<file path="src/rtl/core/slipfd_pkg.sv">
// ----------------------------------------------------------------------------
// slipfd_pkg
// Shared types and constants for the SLIP frame decoder.
// ----------------------------------------------------------------------------
package slipfd_pkg;

  localparam int unsigned BYTE_W   = 8;
  localparam int unsigned LEN_W    = 16;
  localparam int unsigned CFG_IDX_W = 3;

  // configuration register indexes
  localparam logic [CFG_IDX_W-1:0] REG_END_CODE        = 3'd0;
  localparam logic [CFG_IDX_W-1:0] REG_ESCAPE_CODE     = 3'd1;
  localparam logic [CFG_IDX_W-1:0] REG_ESC_END_CODE    = 3'd2;
  localparam logic [CFG_IDX_W-1:0] REG_ESC_ESCAPE_CODE = 3'd3;
  localparam logic [CFG_IDX_W-1:0] REG_ESC_ZERO_CODE   = 3'd4;
  localparam logic [CFG_IDX_W-1:0] REG_MAX_FRAME_LEN   = 3'd5;

  // reset values
  localparam logic [BYTE_W-1:0] RST_END_CODE        = 8'd192;
  localparam logic [BYTE_W-1:0] RST_ESCAPE_CODE     = 8'd219;
  localparam logic [BYTE_W-1:0] RST_ESC_END_CODE    = 8'd220;
  localparam logic [BYTE_W-1:0] RST_ESC_ESCAPE_CODE = 8'd221;
  localparam logic [BYTE_W-1:0] RST_ESC_ZERO_CODE   = 8'd222;
  localparam logic [LEN_W-1:0]  RST_MAX_FRAME_LEN   = 16'd1500;

  // byte that the escaped zero code decodes to
  localparam logic [BYTE_W-1:0] ZERO_BYTE = 8'h00;

  typedef struct packed {
    logic [BYTE_W-1:0] end_code;
    logic [BYTE_W-1:0] escape_code;
    logic [BYTE_W-1:0] escaped_end_code;
    logic [BYTE_W-1:0] escaped_escape_code;
    logic [BYTE_W-1:0] escaped_zero_code;
    logic [LEN_W-1:0]  max_frame_len;
  } cfg_t;

  typedef struct packed {
    logic              valid;
    logic [BYTE_W-1:0] data_byte;
    logic              frame_last;
    logic [LEN_W-1:0]  frame_length;
    logic              escape_error;
    logic              length_overflow;
  } res_t;

endpackage

</file>
<file path="src/rtl/core/slipfd_cfg.sv">
// ----------------------------------------------------------------------------
// slipfd_cfg
// Configuration register file for the SLIP frame decoder.
// ----------------------------------------------------------------------------
module slipfd_cfg (
  input  logic                            clk,
  input  logic                            rst_n,
  input  logic                            cfg_valid,
  output logic                            cfg_ready,
  input  logic [slipfd_pkg::CFG_IDX_W-1:0] cfg_index,
  input  logic [slipfd_pkg::LEN_W-1:0]    cfg_data,
  output slipfd_pkg::cfg_t                cfg
);
  import slipfd_pkg::*;

  cfg_t cfg_r;
  cfg_t cfg_nxt;

  assign cfg_ready = 1'b1;
  assign cfg       = cfg_r;

  always_comb begin
    cfg_nxt = cfg_r;
    if (cfg_valid) begin
      case (cfg_index)
        REG_END_CODE:        cfg_nxt.end_code            = cfg_data[BYTE_W-1:0];
        REG_ESCAPE_CODE:     cfg_nxt.escape_code         = cfg_data[BYTE_W-1:0];
        REG_ESC_END_CODE:    cfg_nxt.escaped_end_code    = cfg_data[BYTE_W-1:0];
        REG_ESC_ESCAPE_CODE: cfg_nxt.escaped_escape_code = cfg_data[BYTE_W-1:0];
        REG_ESC_ZERO_CODE:   cfg_nxt.escaped_zero_code   = cfg_data[BYTE_W-1:0];
        REG_MAX_FRAME_LEN:   cfg_nxt.max_frame_len       = cfg_data;
        default:             cfg_nxt = cfg_r;
      endcase
    end
  end

  always_ff @(posedge clk) begin
    if (!rst_n) begin
      cfg_r.end_code            <= RST_END_CODE;
      cfg_r.escape_code         <= RST_ESCAPE_CODE;
      cfg_r.escaped_end_code    <= RST_ESC_END_CODE;
      cfg_r.escaped_escape_code <= RST_ESC_ESCAPE_CODE;
      cfg_r.escaped_zero_code   <= RST_ESC_ZERO_CODE;
      cfg_r.max_frame_len       <= RST_MAX_FRAME_LEN;
    end else begin
      cfg_r <= cfg_nxt;
    end
  end

endmodule

</file>
<file path="src/rtl/core/slipfd_dec.sv">
// ----------------------------------------------------------------------------
// slipfd_dec
// Input register, frame state and one-byte decode step.
// ----------------------------------------------------------------------------
module slipfd_dec (
  input  logic                         clk,
  input  logic                         rst_n,
  input  logic                         in_valid,
  output logic                         in_ready,
  input  logic [slipfd_pkg::BYTE_W-1:0] in_rx_byte,
  input  slipfd_pkg::cfg_t             cfg,
  input  logic                         slot_free,
  output slipfd_pkg::res_t             res
);
  import slipfd_pkg::*;

  logic              vld_r, vld_nxt;
  logic [BYTE_W-1:0] byte_r;
  logic              esc_r, esc_nxt;
  logic [BYTE_W-1:0] held_r, held_nxt;
  logic              held_vld_r, held_vld_nxt;
  logic [LEN_W-1:0]  cnt_r, cnt_nxt;
  logic              err_r, err_nxt;
  logic              ovf_r, ovf_nxt;

  logic              fire;
  logic              take;
  logic [BYTE_W-1:0] dec_byte;

  assign fire     = vld_r && slot_free;
  assign in_ready = !vld_r || slot_free;

  always_comb begin
    vld_nxt = vld_r;
    if (in_valid && in_ready) begin
      vld_nxt = 1'b1;
    end else if (fire) begin
      vld_nxt = 1'b0;
    end
  end

  always_comb begin
    esc_nxt      = esc_r;
    held_nxt     = held_r;
    held_vld_nxt = held_vld_r;
    cnt_nxt      = cnt_r;
    err_nxt      = err_r;
    ovf_nxt      = ovf_r;
    take         = 1'b0;
    dec_byte     = byte_r;
    res          = '0;

    if (fire) begin
      if (esc_r) begin
        esc_nxt = 1'b0;
        take    = 1'b1;
        if (byte_r == cfg.escaped_end_code) begin
          dec_byte = cfg.end_code;
        end else if (byte_r == cfg.escaped_escape_code) begin
          dec_byte = cfg.escape_code;
        end else if (byte_r == cfg.escaped_zero_code) begin
          dec_byte = ZERO_BYTE;
        end else begin
          err_nxt = 1'b1;
        end
      end else if (byte_r == cfg.end_code) begin
        // close the frame, nothing out for an empty one
        res.valid           = held_vld_r;
        res.data_byte       = held_r;
        res.frame_last      = 1'b1;
        res.frame_length    = cnt_r;
        res.escape_error    = err_r;
        res.length_overflow = ovf_r;
        held_nxt     = '0;
        held_vld_nxt = 1'b0;
        cnt_nxt      = '0;
        err_nxt      = 1'b0;
        ovf_nxt      = 1'b0;
      end else if (byte_r == cfg.escape_code) begin
        esc_nxt = 1'b1;
      end else begin
        take = 1'b1;
      end

      if (take) begin
        if (cnt_r >= cfg.max_frame_len) begin
          ovf_nxt = 1'b1;
        end else begin
          res.valid     = held_vld_r;
          res.data_byte = held_r;
          held_nxt      = dec_byte;
          held_vld_nxt  = 1'b1;
          cnt_nxt       = cnt_r + LEN_W'(1);
        end
      end
    end
  end

  always_ff @(posedge clk) begin
    if (in_valid && in_ready) begin
      byte_r <= in_rx_byte;
    end
    if (!rst_n) begin
      vld_r      <= 1'b0;
      esc_r      <= 1'b0;
      held_r     <= '0;
      held_vld_r <= 1'b0;
      cnt_r      <= '0;
      err_r      <= 1'b0;
      ovf_r      <= 1'b0;
    end else begin
      vld_r      <= vld_nxt;
      esc_r      <= esc_nxt;
      held_r     <= held_nxt;
      held_vld_r <= held_vld_nxt;
      cnt_r      <= cnt_nxt;
      err_r      <= err_nxt;
      ovf_r      <= ovf_nxt;
    end
  end

endmodule

</file>
<file path="src/rtl/core/slipfd_out.sv">
// ----------------------------------------------------------------------------
// slipfd_out
// Result register toward the output channel.
// ----------------------------------------------------------------------------
module slipfd_out (
  input  logic                         clk,
  input  logic                         rst_n,
  input  slipfd_pkg::res_t             res,
  output logic                         slot_free,
  output logic                         out_valid,
  input  logic                         out_ready,
  output logic [slipfd_pkg::BYTE_W-1:0] out_data_byte,
  output logic                         out_frame_last,
  output logic [slipfd_pkg::LEN_W-1:0]  out_frame_length,
  output logic                         out_escape_error,
  output logic                         out_length_overflow
);
  import slipfd_pkg::*;

  logic out_valid_r, out_valid_nxt;
  res_t res_r;

  assign slot_free = !out_valid_r || out_ready;

  always_comb begin
    out_valid_nxt = out_valid_r;
    if (res.valid) begin
      out_valid_nxt = 1'b1;
    end else if (out_ready) begin
      out_valid_nxt = 1'b0;
    end
  end

  always_ff @(posedge clk) begin
    if (res.valid) begin
      res_r <= res;
    end
    if (!rst_n) begin
      out_valid_r <= 1'b0;
    end else begin
      out_valid_r <= out_valid_nxt;
    end
  end

  assign out_valid           = out_valid_r;
  assign out_data_byte       = res_r.data_byte;
  assign out_frame_last      = res_r.frame_last;
  assign out_frame_length    = res_r.frame_length;
  assign out_escape_error    = res_r.escape_error;
  assign out_length_overflow = res_r.length_overflow;

endmodule

</file>
<file path="src/rtl/core/slip_frame_decoder.sv">
// ----------------------------------------------------------------------------
// slip_frame_decoder
// Removes SLIP framing from a received byte stream, one byte per transaction.
// ----------------------------------------------------------------------------
//  channel | direction | payload                                  | handshake
//  in_     | in        | rx_byte                                  | valid/ready
//  out_    | out       | data_byte, frame_last, frame_length,     | valid/ready
//          |           | escape_error, length_overflow            |
//  cfg_    | in        | index (3b), data (16b)                   | valid/ready
//
//  one byte per cycle sustained while the output is not stalled; a result
//  passes the input register, then the decode step into the result register,
//  before it is offered on the output channel
//  synchronous active-low reset restores the default codes, max length 1500
//  and clears all frame state
//  a stalled output holds the result; the input register still drains into
//  the result register in the same cycle the output transaction completes
//  cfg_ready is always high; writes are expected only while idle
// ----------------------------------------------------------------------------
module slip_frame_decoder (
  input  logic                            clk,
  input  logic                            rst_n,
  // byte input
  input  logic                            in_valid,
  output logic                            in_ready,
  input  logic [slipfd_pkg::BYTE_W-1:0]    in_rx_byte,
  // decoded output
  output logic                            out_valid,
  input  logic                            out_ready,
  output logic [slipfd_pkg::BYTE_W-1:0]    out_data_byte,
  output logic                            out_frame_last,
  output logic [slipfd_pkg::LEN_W-1:0]     out_frame_length,
  output logic                            out_escape_error,
  output logic                            out_length_overflow,
  // configuration writes
  input  logic                            cfg_valid,
  output logic                            cfg_ready,
  input  logic [slipfd_pkg::CFG_IDX_W-1:0] cfg_index,
  input  logic [slipfd_pkg::LEN_W-1:0]     cfg_data
);
  import slipfd_pkg::*;

  cfg_t cfg;       // current codes and length limit
  res_t res;       // decode step result, valid when a byte goes out
  logic slot_free; // result register can take a new result this cycle

  // configuration registers
  slipfd_cfg u_cfg (
    .clk       (clk),
    .rst_n     (rst_n),
    .cfg_valid (cfg_valid),
    .cfg_ready (cfg_ready),
    .cfg_index (cfg_index),
    .cfg_data  (cfg_data),
    .cfg       (cfg)
  );

  // input register, escape/hold/count state and the decode step
  slipfd_dec u_dec (
    .clk        (clk),
    .rst_n      (rst_n),
    .in_valid   (in_valid),
    .in_ready   (in_ready),
    .in_rx_byte (in_rx_byte),
    .cfg        (cfg),
    .slot_free  (slot_free),
    .res        (res)
  );

  // result register toward the output channel
  slipfd_out u_out (
    .clk                 (clk),
    .rst_n               (rst_n),
    .res                 (res),
    .slot_free           (slot_free),
    .out_valid           (out_valid),
    .out_ready           (out_ready),
    .out_data_byte       (out_data_byte),
    .out_frame_last      (out_frame_last),
    .out_frame_length    (out_frame_length),
    .out_escape_error    (out_escape_error),
    .out_length_overflow (out_length_overflow)
  );

endmodule

</file>
<file path="config.mk">
export PLATFORM = sky130hd
export DESIGN_NAME = slip_frame_decoder
export DESIGN_NICKNAME = d
export VERILOG_FILES = /design/src/rtl/core/slipfd_pkg.sv /design/src/rtl/core/slipfd_cfg.sv /design/src/rtl/core/slipfd_dec.sv /design/src/rtl/core/slipfd_out.sv /design/src/rtl/core/slip_frame_decoder.sv
export SDC_FILE = /design/constraint.sdc
export NUM_CORES = 1
export LEC_CHECK = 0
export BUFFER_PORTS_ARGS = -buffer_cell sky130_fd_sc_hd__clkbuf_2
export CAP_MARGIN = 10
export CORE_UTILIZATION = 30
export DETAILED_ROUTE_END_ITERATION = 12
export GPL_TIMING_DRIVEN = 0
export MAX_ROUTING_LAYER = met4
export PLACE_DENSITY = 0.51
export SYNTH_ARGS = -nofsm -noshare
export SYNTH_HDL_FRONTEND = slang
export SYNTH_SLANG_ARGS = --single-unit
</file>
<file path="constraint.sdc">
create_clock -name clk -period 3 [get_ports clk]
set_clock_uncertainty 0.05 [all_clocks]
set_input_delay 0.6 -clock clk [delete_from_list [all_inputs] [get_ports clk]]
set_output_delay 0.6 -clock clk [all_outputs]
set_load 0.03 [all_outputs]
</file>
Word level (Yosys, flattened, before mapping)
Index checks and enable logic that the tools add are counted.
{"block": "totals", "word_cells": 97, "romBits": 0, "mem_count": 0, "mem_bits_rw": 0, "input_bits": 32, "output_inout_bits": 30, "latch_bits": 0, "register_bits": 121}
{"block": "op_classes", "magnitude_cmp": 1, "add_sub_neg": 1, "n_eq_ne": 13, "bitwise": 2, "multipliers": 0, "reduce_logical": 19, "mux": 41, "shifts": 0, "div_mod_pow": 0}
{"operator": "two-way mux 28 bit", "count": 3}
{"operator": "two-way mux 16 bit", "count": 4}
{"operator": "two-way mux 8 bit", "count": 8}
{"operator": "equality test 8 bit", "count": 5}
{"operator": "two-way mux 1 bit", "count": 24}
{"operator": "two-way mux 9 bit", "count": 2}
{"operator": "adder 16 x 1 -> 16 bit (second input constant)", "count": 1}
{"operator": "greater-or-equal comparator 16 bit", "count": 1}
{"operator": "AND reduction 2 bit", "count": 6}
{"operator": "equality test 3 x 2 -> 1 bit (second input constant)", "count": 2}
{"operator": "equality test 3 bit (second input constant)", "count": 2}
{"operator": "!= test 2 bit (second input constant)", "count": 3}
{"operator": "nonzero test 2 bit", "count": 3}
{"operator": "AND reduction 5 bit", "count": 1}
{"operator": "equality test 3 x 1 -> 1 bit (second input constant)", "count": 1}
{"operator": "zero test 3 bit", "count": 1}
{"operator": "OR reduction 3 bit", "count": 1}
{"operator": "logical AND 1 bit", "count": 2}
{"operator": "zero test 1 bit", "count": 2}
{"operator": "logical OR 1 bit", "count": 2}
{"operator": "NOT 1 bit", "count": 2}
{"operator": "OR reduction 2 bit", "count": 1}

Longest topological paths before layout
{"block": "depth", "word_depth": 8, "mapped_depth": 10, "depth_no_buf": 8}

Modules after synthesis
From an unflattened synthesis, not the netlist that was laid out.
{"block": "unflattened", "hier_cells": 592, "area_unflattened_um2": 6134.6}
{"mod": "slipfd_dec", "seq_area_each_um2": 820.8, "cells_per_inst": 346, "area_each_um2": 3027.9, "n_inst": 1}
{"mod": "slipfd_cfg", "seq_area_each_um2": 1121.1, "cells_per_inst": 215, "area_each_um2": 2247.2, "n_inst": 1}
{"mod": "slipfd_out", "seq_area_each_um2": 830.8, "cells_per_inst": 31, "area_each_um2": 859.6, "n_inst": 1}

Worst setup path after synthesis
No wires, ideal clock.
{"block": "synth_timing", "path_type": "register -> register", "start": "register u_dec.cnt_r[6]", "end": "register u_out.res_r (netlist bit u_out.out_data_byte[0]), enable pin", "arrival_time_ps": 2680, "period_less_slack_ps": 3117, "setup_slack_ps": -117, "setup_time_ps": 386, "t_required_ps": 2564, "path_buffers": 1, "stages_incl_launch_ff": 8, "cell_sequence": "dfxtp_1 > ha_1 > and3_4 > a221o_1 > o2bb2ai_2 > o41ai_1 > clkbuf_1 > and3_1"}
{"block": "synth_between", "elab_chain_cells": 4}
{"item": "from (decl)", "line": "slipfd_dec.sv:22", "rtl": "logic [LEN_W-1:0] cnt_r, cnt_nxt;"}
{"item": "from (signal assigned)", "line": "slipfd_dec.sv:116", "rtl": "cnt_r <= cnt_nxt;"}
{"item": "greater-or-equal comparator 16 bit", "line": "slipfd_dec.sv:86", "rtl": "if (cnt_r >= cfg.max_frame_len) begin"}
{"item": "two-way mux 9 bit", "line": "slipfd_dec.sv:86"}
{"item": "two-way mux 9 bit", "line": "slipfd_dec.sv:85", "rtl": "if (take) begin"}
{"item": "two-way mux 28 bit", "line": "slipfd_dec.sv:53", "rtl": "if (fire) begin"}
{"item": "to (signal assigned)", "line": "slipfd_out.sv:36", "rtl": "res_r <= res;"}
{"item": "to (decl)", "line": "slipfd_out.sv:21", "rtl": "res_t res_r;"}
No other way between the ends.
A chain may end at the register's enable or synchronous reset.

Worst setup path in the final report
{"block": "layout_timing", "start": "register u_dec.cnt_r[6]", "end": "register u_dec.cnt_r[10]"}
{"block": "layout_between", "elab_chain_cells": 3, "elab_cells_between_ends": 4, "cone_classes": "1 x add/sub; 1 x order compare; 2 x mux"}
{"item": "adder 16 x 1 -> 16 bit / greater-or-equal comparator 16 bit (equally long branches)", "line": "slipfd_dec.sv:93, slipfd_dec.sv:86"}
{"item": "two-way mux 16 bit *", "line": "slipfd_dec.sv:86"}
{"item": "two-way mux 16 bit *", "line": "slipfd_dec.sv:85"}
Mark *: on every way between the ends. The rest lies on a longest branch, timed or not.

==> impl_metrics.env <==
export IMPL_maxCapViolations=0
export IMPL_finalCritPeriodShare=0.950
export IMPL_area_growth_synth_to_final_pct=21.0
export IMPL_rows=49
export IMPL_end_kind="flop"
export IMPL_dp_hpwl_mm=10.4
export IMPL_rsz0062_at_grt="no"
export IMPL_min_period_ns=2.85
export IMPL_cp_slowest_cell="or4_1"
export IMPL_muxShareOfSynthArea=0.0112
export IMPL_die_area_um2=18900
export IMPL_synth_adder_area_share=0.0387
export IMPL_yosys_area_share_simple=0.224
export IMPL_powerDensity_nw_per_um2=581
export IMPL_slew_headroom=0.270
export IMPL_setup_viol=0
export IMPL_clk_latency_ns=0.42
export IMPL_post_route_drc_count=0
export IMPL_cpPeakStageDelay_ns=0.52
export IMPL_cts_hold_buf=0
export IMPL_cts_sinks=121
export IMPL_clockBufferDepth=2
export IMPL_power_w=0.00386
export IMPL_switching_share=0.238
export IMPL_ant_nets=0
export IMPL_synth_compound_area_frac=0.120
export IMPL_syn_nets=640
export IMPL_clockRootBuffer="clkbuf_16"
export IMPL_p_leak_nw=2.71
export IMPL_crit_path_frequent_cell="or4_1"
export IMPL_ff_latch_area_um2=2770
export IMPL_ys_async_sr_fraction=0
export IMPL_insertedDiodeCount=0
export IMPL_tightestPinTransition_ns=1.09
export IMPL_placed_cell_area_um2=6090
export IMPL_p_sw_w=0.000920
export IMPL_dieWidth_um=137
export IMPL_synth_warnings=0
export IMPL_critPathRequiredTime_ns=3.29
export IMPL_p_seq_frac=0.453
export IMPL_synth_edff_count=35
export IMPL_hold_viol_final=0
export IMPL_finalSetupTns_ns=0
export IMPL_wl_mm=14.4
export IMPL_synth_seq_area_share=0.504
export IMPL_synth_top_family_by_area="simple AND/OR/NAND/NOR gates"
export IMPL_antenna_found_initial=0
export IMPL_crit_type="reg2reg"
export IMPL_vias_per_cell=4.99
export IMPL_multi_input_area_um2=2560
export IMPL_clock_power_share=0.473
export IMPL_io_pins=62
export IMPL_synth_flop_cell="dfxtp_1"
export IMPL_io_buffers=60
export IMPL_path_clk_slew_ns=0.06
export IMPL_cp_cell_sequence="ha_1 > and3_4 > a221o_1 > o2bb2ai_2 > or4_1 > buf_2 > or4_1 > a31oi_1"
export IMPL_dr_pass1_iters=6
export IMPL_cts_htree_levels=4
export IMPL_synth_ff_latch_count=121
export IMPL_yosysUniqueCellTypes=47
export IMPL_syn_area_per_cell_um2=9.30
export IMPL_grt_max_degree=17
export IMPL_intPower_w=0.00294
export IMPL_core_um2=18000
export IMPL_cts_made_buffers=17
export IMPL_outcome="completed"
export IMPL_crit_buf_inv=1
export IMPL_cp_arrival_ns=3.14
export IMPL_finalNetCount=720
export IMPL_combPwrFrac=0.074
export IMPL_gp_congestion=0.887
export IMPL_gr_total_overflow=0
export IMPL_die_y_um=137
export IMPL_first_global_vias=4202
export IMPL_final_cell_area_um2=6650
export IMPL_grt_pass1_wl_mm=22.9
export IMPL_drive_gt1_frac=0.161
export IMPL_synth_xor_area_frac=0.0653
export IMPL_cts_tree="done"
export IMPL_worstSetupStartpointType="flop"
export IMPL_min_path_type="in2reg"
export IMPL_syn_area_um2=5500
export IMPL_synthCells=591
export IMPL_crit_fanout=8
export IMPL_start_util=0.306
export IMPL_finalMaxSlewViolations=0
export IMPL_peakVddDrop_mv=0.416
export IMPL_grtUsageTotal=0.169
export IMPL_drt_iter0_drc=400
export IMPL_fmax_ghz=0.351
export IMPL_via_count=4556
export IMPL_wire_per_inst_um=15.7
export IMPL_fillers=1808
export IMPL_crit_family="simple AND/OR/NAND/NOR gates"
[Yosys cell counts, types with 9 or more instances]
| cell | instances | area, um2 |
|---|---|---|
| a21oi_1 | 36 | 180 |
| and2_1 | 19 | 119 |
| and3_1 | 13 | 81.3 |
| buf_2 | 11 | 55.1 |
| clkbuf_1 | 13 | 48.8 |
| dfxtp_1 | 86 | 1720 |
| edfxtp_1 | 35 | 1050 |
| ha_1 | 17 | 213 |
| inv_1 | 20 | 75.1 |
| nand2_1 | 126 | 473 |
| nand3_1 | 39 | 195 |
| nand4_1 | 10 | 62.6 |
| nor2_1 | 22 | 82.6 |
| nor3_1 | 13 | 65.1 |
| o211ai_1 | 10 | 75.1 |
| o2bb2ai_1 | 19 | 166 |
| xnor2_1 | 32 | 280 |
| xor2_1 | 9 | 78.8 |
[power groups by stage]
stage | Sequential, W | Clock [W] | Combinational, W
3_5_place_dp | 0.00178 | 0 | 0.000282
3_3_place_gp | 0.00178 | 0 | 0.000277
5_1_grt | 0.00176 | 0.00195 | 0.000316
4_1_cts | 0.00175 | 0.00186 | 0.000286
6_report | 0.00175 | 0.00183 | 0.000285
2_1_floorplan | 0.00178 | 0 | 0.000175
[what timing repair did]
action / in CTS / in global routing
gates cloned: 1 / 0
pin swaps: 1 / 0
gates resized for setup: 3 / 6
buffers inserted: 0 / 0
setup endpoints to repair: 27 / 40
[state kept, by name, summed over array words and instances, names as in the netlist, 8 cells and up]
register,count
u_out.out_data_byte,8
u_cfg.cfg,56
u_dec.held_r,8
u_out.out_frame_length,16
u_dec.byte_r,8
u_dec.cnt_r,16
[layout make-up]
| type | instances | area share |
|---|---|---|
| flip-flops and latches | 121 | 0.417 |
| multi-input cells | 423 | 0.385 |
| clock buffers | 20 | 0.0657 |
| repair buffers | 61 | 0.0459 |
| well taps | 229 | 0.0431 |
| plain buffers | 27 | 0.0184 |
| clock inverters | 12 | 0.0130 |
| inverters | 20 | 0.0113 |
[metal layers]
layer	track usage	wire, um	vias to the layer above
li1	-	-	2255
met5	-	0	-
met1	0.217	6770	2150
met3	0.0442	877	10
met2	0.258	6550	141
met4	0.0556	169	0
[through the flow]
step,hold WS [ns],setup WS (ns),util,cells
after floorplan,0.374,0.160,-,591
after global placement,0.389,-0.320,0.339,880
after detailed placement,0.390,-0.369,0.339,881
after CTS,0.283,0.0111,0.369,914
after global routing,0.283,0.00393,0.370,913
final,0.304,0.150,0.370,913
[final timing paths]
| path | from | end | slack, ns | depth (start not counted) |
|---|---|---|---|---|
| worst max register to register | u_dec.cnt_r[6]$_SDFFE_PN0P_ | u_dec.cnt_r[10]$_SDFFE_PN0P_ | 0.15 | 8 |
| worst min register to register | u_cfg.cfg[11]$_SDFFE_PN0P_ | u_cfg.cfg[11]$_SDFFE_PN0P_ | 0.40 | 2 |
| worst max-delay path | u_dec.cnt_r[6]$_SDFFE_PN0P_ | u_dec.cnt_r[10]$_SDFFE_PN0P_ | 0.15 | 8 |
| worst min-delay path | in_rx_byte[4] | u_dec.byte_r[4]$_DFFE_PP_ | 0.30 | 1 |
[cells in the final DEF, fill, tap and decap left out, types with 4 or more instances in the layout]
cell,n
a21o_1,4
a21oi_1,36
a222oi_1,8
and2_1,19
and3_1,12
buf_2,12
clkbuf_1,14
clkbuf_16,17
clkbuf_2,60
clkinv_1,4
clkinv_2,5
dfxtp_1,85
edfxtp_1,35
ha_1,17
inv_1,20
mux2i_1,5
nand2_1,126
nand2b_1,4
nand3_1,39
nand4_1,10
nor2_1,22
nor2b_1,6
nor3_1,13
o211ai_1,10
o2bb2ai_1,19
xnor2_1,32
xor2_1,9
[cells by family (layout without fill, tap and decap cells)]
logic type                 Yosys count  after routing
DFF                                121            121
buffers and inverters               48            140
and+or+nand+nor                    264            265
xor gates and xnor gates            41             41
other                                1              1
muxes                                6              6
AOI/OAI and AO/OA                   93             93
adders and majority gates           17             17
No activity file was read; power rests on OpenSTA's default activity.
